<file path="src/design/sivr_pkg.sv">
// sivr_pkg: shared types and constants of the solar input voltage regulator
// holds run state codes, register indexes, deadband and status thresholds
// no dependencies
`default_nettype none

package sivr_pkg;

  // run state codes
  localparam logic [2:0] ST_OFF     = 3'd0;
  localparam logic [2:0] ST_MPPT    = 3'd1;
  localparam logic [2:0] ST_CAPPED  = 3'd2;
  localparam logic [2:0] ST_FULL_CV = 3'd3;
  localparam logic [2:0] ST_ERROR   = 3'd4;

  // configuration register indexes
  localparam logic [1:0] REG_SETPOINT = 2'd0;
  localparam logic [1:0] REG_GAIN     = 2'd1;
  localparam logic [1:0] REG_RAMP     = 2'd2;
  localparam logic [1:0] REG_CAP      = 2'd3;

  // configuration reset values
  localparam logic [15:0] SETPOINT_RST = 16'd0;
  localparam logic [15:0] GAIN_RST     = 16'd256;
  localparam logic [15:0] RAMP_RST     = 16'd100;
  localparam logic [15:0] CAP_RST      = 16'd10000;

  // deadband and quick-adjust thresholds in mV
  localparam logic signed [16:0] DEADBAND_HI = 17'sd300;
  localparam logic signed [16:0] DEADBAND_LO = -17'sd200;
  localparam logic signed [16:0] QUICK_LIM   = 17'sd600;

  // status thresholds
  localparam logic [15:0] AGE_ON_LIM   = 16'd11;
  localparam logic [15:0] AGE_OFF_LIM  = 16'd120;
  localparam logic [15:0] VIN_LIVE_MV  = 16'd1000;
  localparam logic [22:0] CAP_PCT_NUM  = 23'd95;
  localparam logic [22:0] CAP_PCT_DEN  = 23'd100;

  typedef struct packed {
    logic [15:0] setpoint_mv;
    logic [15:0] gain_q8;
    logic [15:0] ramp_ma;
    logic [15:0] cap_ma;
  } cfg_t;

  typedef struct packed {
    logic [15:0] vin_mv;
    logic [15:0] limit_ma;
    logic [15:0] iout_ma;
    logic        out_en;
    logic        cv;
    logic        present;
    logic [15:0] age_s;
  } meas_t;

  typedef struct packed {
    logic [15:0] desired_ma;
    logic        adjust;
    logic        quick;
    logic [2:0]  run_state;
  } res_t;

endpackage

`default_nettype wire

</file>
<file path="src/design/sivr_cfg.sv">
// sivr_cfg: configuration register file of the regulator
// depends on sivr_pkg for register indexes and reset values
`default_nettype none

module sivr_cfg
  import sivr_pkg::*;
(
  input  wire logic        clk_i,
  input  wire logic        rst_ni,
  input  wire logic        cfg_we_i,
  input  wire logic [1:0]  cfg_idx_i,
  input  wire logic [15:0] cfg_wdata_i,
  output cfg_t             cfg_o
);

  cfg_t cfg_q;

  // register writes, one index per write
  always_ff @(posedge clk_i or negedge rst_ni) begin
    if (!rst_ni) begin
      cfg_q.setpoint_mv <= SETPOINT_RST;
      cfg_q.gain_q8     <= GAIN_RST;
      cfg_q.ramp_ma     <= RAMP_RST;
      cfg_q.cap_ma      <= CAP_RST;
    end else if (cfg_we_i) begin
      unique case (cfg_idx_i)
        REG_SETPOINT: cfg_q.setpoint_mv <= cfg_wdata_i;
        REG_GAIN:     cfg_q.gain_q8     <= cfg_wdata_i;
        REG_RAMP:     cfg_q.ramp_ma     <= cfg_wdata_i;
        REG_CAP:      cfg_q.cap_ma      <= cfg_wdata_i;
        default:      cfg_q.cap_ma      <= cfg_q.cap_ma;
      endcase
    end
  end

  assign cfg_o = cfg_q;

endmodule

`default_nettype wire

</file>
<file path="src/design/sivr_calc.sv">
// sivr_calc: combinational datapath for one measurement word
// proportional step, clamp, deadband, cap and run state classification
// depends on sivr_pkg
`default_nettype none

module sivr_calc
  import sivr_pkg::*;
(
  input  wire cfg_t        cfg_i,
  input  wire meas_t       meas_i,
  input  wire logic [2:0]  state_i,
  output res_t             res_o
);

  logic               corr_en;
  logic signed [16:0] err;
  logic signed [33:0] prod;
  logic signed [33:0] hi_lim;
  logic signed [33:0] lo_lim;
  logic signed [33:0] prod_clamp;
  logic signed [17:0] step;
  logic signed [18:0] sum;
  logic signed [18:0] cap_s;
  logic [15:0]        prop;
  logic               outside;
  logic [22:0]        iout_scaled;
  logic [22:0]        cap_scaled;
  logic [2:0]         next_state;

  assign corr_en = (cfg_i.setpoint_mv != 16'd0) && meas_i.present && meas_i.out_en;

  // error and gain product, exact
  assign err  = $signed({1'b0, meas_i.vin_mv}) - $signed({1'b0, cfg_i.setpoint_mv});
  assign prod = err * $signed({1'b0, cfg_i.gain_q8});

  // clamp to minus twice the ramp up to the ramp, in Q8.8
  assign hi_lim = $signed({10'b0, cfg_i.ramp_ma, 8'b0});
  assign lo_lim = -$signed({9'b0, cfg_i.ramp_ma, 9'b0});

  always_comb begin
    if (prod > hi_lim) begin
      prod_clamp = hi_lim;
    end else if (prod < lo_lim) begin
      prod_clamp = lo_lim;
    end else begin
      prod_clamp = prod;
    end
  end

  // floor divide by 256 is the arithmetic shift
  assign step = prod_clamp[25:8];

  // proposal, capped and floored at zero
  assign sum   = $signed({3'b0, meas_i.limit_ma}) + step;
  assign cap_s = $signed({3'b0, cfg_i.cap_ma});

  always_comb begin
    if (sum > cap_s) begin
      prop = cfg_i.cap_ma;
    end else if (sum < 19'sd0) begin
      prop = 16'd0;
    end else begin
      prop = sum[15:0];
    end
  end

  assign outside = (err > DEADBAND_HI) || (err < DEADBAND_LO);

  // run state classification
  assign iout_scaled = {7'b0, meas_i.iout_ma} * CAP_PCT_DEN;
  assign cap_scaled  = {7'b0, cfg_i.cap_ma} * CAP_PCT_NUM;

  always_comb begin
    if (!meas_i.present) begin
      next_state = ST_ERROR;
    end else if (meas_i.out_en) begin
      if (meas_i.age_s > AGE_ON_LIM) begin
        next_state = ST_ERROR;
      end else if (iout_scaled > cap_scaled) begin
        next_state = ST_CAPPED;
      end else if (meas_i.cv) begin
        next_state = ST_FULL_CV;
      end else begin
        next_state = ST_MPPT;
      end
    end else if ((meas_i.vin_mv > VIN_LIVE_MV) && (meas_i.age_s > AGE_OFF_LIM)) begin
      next_state = ST_ERROR;
    end else begin
      next_state = ST_OFF;
    end
  end

  // result word
  always_comb begin
    res_o.run_state = next_state;
    if (corr_en && outside) begin
      res_o.desired_ma = prop;
      res_o.adjust     = 1'b1;
      res_o.quick      = (err < QUICK_LIM) && (state_i == ST_MPPT);
    end else begin
      res_o.desired_ma = meas_i.present ? meas_i.limit_ma : 16'd0;
      res_o.adjust     = 1'b0;
      res_o.quick      = 1'b0;
    end
  end

endmodule

`default_nettype wire

</file>
<file path="src/design/solar_input_voltage_regulator_unit.sv">
// solar_input_voltage_regulator_unit: top level of the input voltage regulator
// an accepted input word passes through the input register and then the result register to the output
// throughput: one word per cycle while the output is not stalled, set by the input register and result register
// the run state is updated as each word moves into the result register
// reset: run state off, registers at their defaults, both stages empty
// depends on sivr_pkg, sivr_cfg, sivr_calc
`default_nettype none

module solar_input_voltage_regulator_unit
  import sivr_pkg::*;
(
  input  wire logic        clk_i,
  input  wire logic        rst_ni,
  // configuration write port
  input  wire logic        cfg_we_i,
  input  wire logic [1:0]  cfg_idx_i,
  input  wire logic [15:0] cfg_wdata_i,
  // input channel
  input  wire logic        in_valid_i,
  output logic             in_stall_o,
  input  wire logic [15:0] input_voltage_mv_i,
  input  wire logic [15:0] limit_current_ma_i,
  input  wire logic [15:0] output_current_ma_i,
  input  wire logic        output_enabled_i,
  input  wire logic        constant_voltage_i,
  input  wire logic        supply_present_i,
  input  wire logic [15:0] comms_age_s_i,
  // output channel
  output logic             out_valid_o,
  input  wire logic        out_stall_i,
  output logic [15:0]      desired_current_ma_o,
  output logic             adjust_needed_o,
  output logic             quick_adjust_o,
  output logic [2:0]       run_state_o
);

  cfg_t        cfg;
  meas_t       meas_q;
  logic        meas_vld_q;
  res_t        res;
  res_t        res_q;
  logic        res_vld_q;
  logic [2:0]  state_q;
  logic        res_ready;
  logic        meas_ready;
  logic        in_acc;
  logic        move;

  sivr_cfg u_cfg (
    .clk_i       (clk_i),
    .rst_ni      (rst_ni),
    .cfg_we_i    (cfg_we_i),
    .cfg_idx_i   (cfg_idx_i),
    .cfg_wdata_i (cfg_wdata_i),
    .cfg_o       (cfg)
  );

  // pipeline handshake
  assign res_ready  = !res_vld_q || !out_stall_i;
  assign meas_ready = !meas_vld_q || res_ready;
  assign in_stall_o = !meas_ready;
  assign in_acc     = in_valid_i && meas_ready;
  assign move       = meas_vld_q && res_ready;

  // input register
  always_ff @(posedge clk_i or negedge rst_ni) begin
    if (!rst_ni) begin
      meas_vld_q <= 1'b0;
    end else if (meas_ready) begin
      meas_vld_q <= in_valid_i;
    end
  end

  always_ff @(posedge clk_i) begin
    if (in_acc) begin
      meas_q.vin_mv   <= input_voltage_mv_i;
      meas_q.limit_ma <= limit_current_ma_i;
      meas_q.iout_ma  <= output_current_ma_i;
      meas_q.out_en   <= output_enabled_i;
      meas_q.cv       <= constant_voltage_i;
      meas_q.present  <= supply_present_i;
      meas_q.age_s    <= comms_age_s_i;
    end
  end

  sivr_calc u_calc (
    .cfg_i   (cfg),
    .meas_i  (meas_q),
    .state_i (state_q),
    .res_o   (res)
  );

  // result register and run state
  always_ff @(posedge clk_i or negedge rst_ni) begin
    if (!rst_ni) begin
      res_vld_q <= 1'b0;
      state_q   <= ST_OFF;
    end else begin
      if (res_ready) begin
        res_vld_q <= meas_vld_q;
      end
      if (move) begin
        state_q <= res.run_state;
      end
    end
  end

  always_ff @(posedge clk_i) begin
    if (move) begin
      res_q <= res;
    end
  end

  assign out_valid_o          = res_vld_q;
  assign desired_current_ma_o = res_q.desired_ma;
  assign adjust_needed_o      = res_q.adjust;
  assign quick_adjust_o       = res_q.quick;
  assign run_state_o          = res_q.run_state;

endmodule

`default_nettype wire

</file>
<file path="config.mk">
export PLATFORM = sky130hd
export DESIGN_NAME = solar_input_voltage_regulator_unit
export DESIGN_NICKNAME = d
export VERILOG_FILES = /design/src/design/sivr_pkg.sv /design/src/design/sivr_cfg.sv /design/src/design/sivr_calc.sv /design/src/design/solar_input_voltage_regulator_unit.sv
export SDC_FILE = /design/constraint.sdc
export NUM_CORES = 1
export LEC_CHECK = 0
export ABC_AREA = 1
export ABC_CLOCK_PERIOD_IN_PS = 27500
export BUFFER_PORTS_ARGS = -buffer_cell sky130_fd_sc_hd__buf_2
export CORE_ASPECT_RATIO = 0.5
export CORE_MARGIN = 2
export CORE_UTILIZATION = 62
export DETAILED_ROUTE_END_ITERATION = 10
export MAX_ROUTING_LAYER = met4
export PLACE_DENSITY = 0.8
export SLEW_MARGIN = 5
export SYNTH_ARGS = -nofsm -noshare
export SYNTH_HDL_FRONTEND = slang
export SYNTH_SLANG_ARGS = --single-unit
export TNS_END_PERCENT = 20
</file>
<file path="constraint.sdc">
create_clock -name clk_i -period 27.5 [get_ports clk_i]
set_input_delay 8.25 -clock clk_i [delete_from_list [all_inputs] [get_ports clk_i]]
set_output_delay 8.25 -clock clk_i [all_outputs]
set_load 0.03 [all_outputs]
</file>
==> summary.txt <==
Commonest cells post-synth -> 700 x inv_1, 566 x nand2_1, 346 x fa_1, 301 x ha_1, 229 x nor2_1
GR Overflow Total -> 0
Worst-path fanout max -> 2
GRT Overall Usage -> 32.85%
Synth Flop Type -> edfxtp_1
Clock Latency Late Sink -> 0.45 ns
GPL Wtd Cong -> 0.9776
Max-slew violation count -> 0
Final min period -> 16.99 ns
H-tree depth -> 4
Placed wire-length estimate -> 52.71 mm
Worst setup path start -> out_stall_i
CTS tree -> built
Status -> complete, no violations
CTS Sinks -> 157
Worst slew pin tran -> 0.9376 ns
Max-cap viol count -> 0
Post-synth cell types -> 61
Syn nets -> 3,736
CP Class -> input port to output pin
Core ar. -> 39,240 um2
Crit. End Element -> output pin
Worst slack, placed -> 10.50 ns
Seq/Total Area, Yosys -> 17.59%
Crit path required time -> 19.25 ns
Vias in the first global route -> 20,470
Clock Skew -> 0.01436 ns
Setup bufs post-CTS -> 0
Worst r2r src -> meas_q[51]
Asr flop ratio synth -> 43.95%
Period utilization -> 61.80%
F_max -> 0.05884 GHz
Hold Path Class -> flip-flop to flip-flop
Setup ws final -> 10.51 ns
Post-CTS sizing -> 0
Top sig layer -> met4
Worst Path Arrival -> 8.74 ns
Layout cells sized above 1 -> 7.157%
Routed Antenna Nets -> 0
Die X -> 287.4 um
# rows -> 51
First-pass GRT wire length -> 104.9 mm
Setup violators final -> 0
DR WL met2 -> 29.46 mm
Antenna Cells -> 0
Post-Syn Area -> 24,900 um2
Cell Count Post-Placement -> 3,586
Drt drc -> 0
RSZ-0062 raised after global routing -> false
Full die area -> 41,870 um2
CTS max path bufs -> 2
Initial Util -> 63.44%
Most common cell in the synthesized netlist -> inv_1
Startpoint Class -> input port
Nets@finish -> 3,812
Drt first pass iters -> 6
Synth Instances -> 2,999
Vias per cell -> 5.514
Clock Root Buffer -> clkbuf_16
EDFF count, synth -> 88
Final WL -> 63.65 mm
Dominant cells by area after synthesis -> fa_1 28%, ha_1 15%, edfxtp_1 11%
IO Count -> 113
CTS Hold Bufs -> 0
Total number of vias -> 19,950
Syn Area/Cell -> 8.302 um2
Setup TNS Final -> 0 ns
Syn-to-layout area delta -> 6.468%
Clk slew on worst S/H paths -> 0.07 ns
Synthesis-stage register bit count -> 157
Non-Filler Instances -> 3,618
DR WL met3 -> 5.215 mm
Yosys top cell by area -> fa_1
Synth Warn # -> 0
Worst hold start -> meas_vld_q
Met1 WL -> 27.32 mm
Number of DRC markers in iteration 0 -> 1,609
DIE HEIGHT -> 145.7 um
Top cell type's share of synthesized area -> 27.82%
CTS Buf Count -> 17
Initial antenna violation count -> 0
Final hold violation count -> 0
Final Core Density -> 67.55%
Slew headroom -> 37.32%
Routed wire per std cell -> 17.59 um
Port bufs -> 112
Largest net degree at the start of global routing -> 70
[worst paths after layout]
path | endpoint | slack (ns) | cells after the start
worst max-delay path | in_stall_o | 10.51 | 4
worst min-delay path | out_valid_o | 0.51 | 2
worst max register to register | desired_current_ma_o[2] | 12.82 | 76
worst min register to register | out_valid_o | 0.51 | 2
max in group asynchronous | u_cfg.cfg_o[14] | 18.92 | 2
min in group asynchronous | state_q[1] | 7.98 | 2
[flip-flops by register name, summed over array words and instances, names as in the netlist]
name and count:
adjust_needed_o 1, desired_current_ma_o 16, meas_q 67, meas_vld_q 1, out_valid_o 1, quick_adjust_o 1, run_state_o 3, state_q 3
u_cfg.cfg_o 64
[per-layer routing]
layer | up-vias | track usage (%)
li1 | 9398 | -
met1 | 9687 | 44.63
met2 | 748 | 51.73
met3 | 116 | 5.063
met4 | 0 | 8.698
met5 | - | -
[per-stage QoR]
| stage | area, um2 | hold slack (ns) |
|---|---|---|
| after floorplan | 24900 | 0.4331 |
| after global placement | 25910 | 0.4669 |
| after detailed placement | 25910 | 0.4932 |
| after CTS | 26510 | 0.5086 |
| after global routing | 26510 | 0.5500 |
| final | 26510 | 0.5054 |
[worst max-delay path, cell delays in order]
cell and delay, ns:
buf_2 0.09, nand2_1 0.06, nor2_1 0.12, buf_2 0.22
[cells in the final DEF, fill, tap and decap left out, types with 3 or more instances in the layout]
cell,instances
dfrtp_1,60
clkinv_1,7
fa_1,346
a31oi_1,6
xor2_1,64
a21o_1,3
nand3b_1,3
buf_2,112
a211oi_1,5
xnor2_1,28
inv_8,6
dfstp_2,9
o21ai_1,4
nor2_2,9
ha_1,301
nand3_2,5
nand2_2,13
nand3_1,75
o21bai_1,13
o21ai_0,125
nand4_1,40
buf_4,9
and3_1,4
nor3_1,18
nand2_1,566
or2_2,8
o211ai_1,5
clkbuf_16,17
inv_1,699
edfxtp_1,88
inv_2,8
a21oi_1,141
clkinv_8,4
nor2_1,229
nor4_1,11
o21a_1,7
o31ai_1,5
[cell families after synthesis]
kind of cell / count (synthesis) / synth area share (%)
compound gates: 327 / 7.217
xor+xnor: 92 / 3.236
fa+ha+maj: 647 / 42.95
buf+inv: 779 / 11.92
flops: 157 / 17.59
mux: 1 / 0.04523
simple gates: 996 / 17.05
[final cells by class]
cell class	instances	area [um2]
Clock inverter	15	170.2
Tap cell	530	663.1
Inverter	715	2686
Sequential cell	157	4380
Clock buffer	17	425.4
Timing Repair Buffer	121	628.1
Multi-Input combinational cell	2063	17550
Fill cell	3264	12740
Power is not shown: default switching activity piles up to over one toggle a cycle in this logic, so the estimate is an artifact.
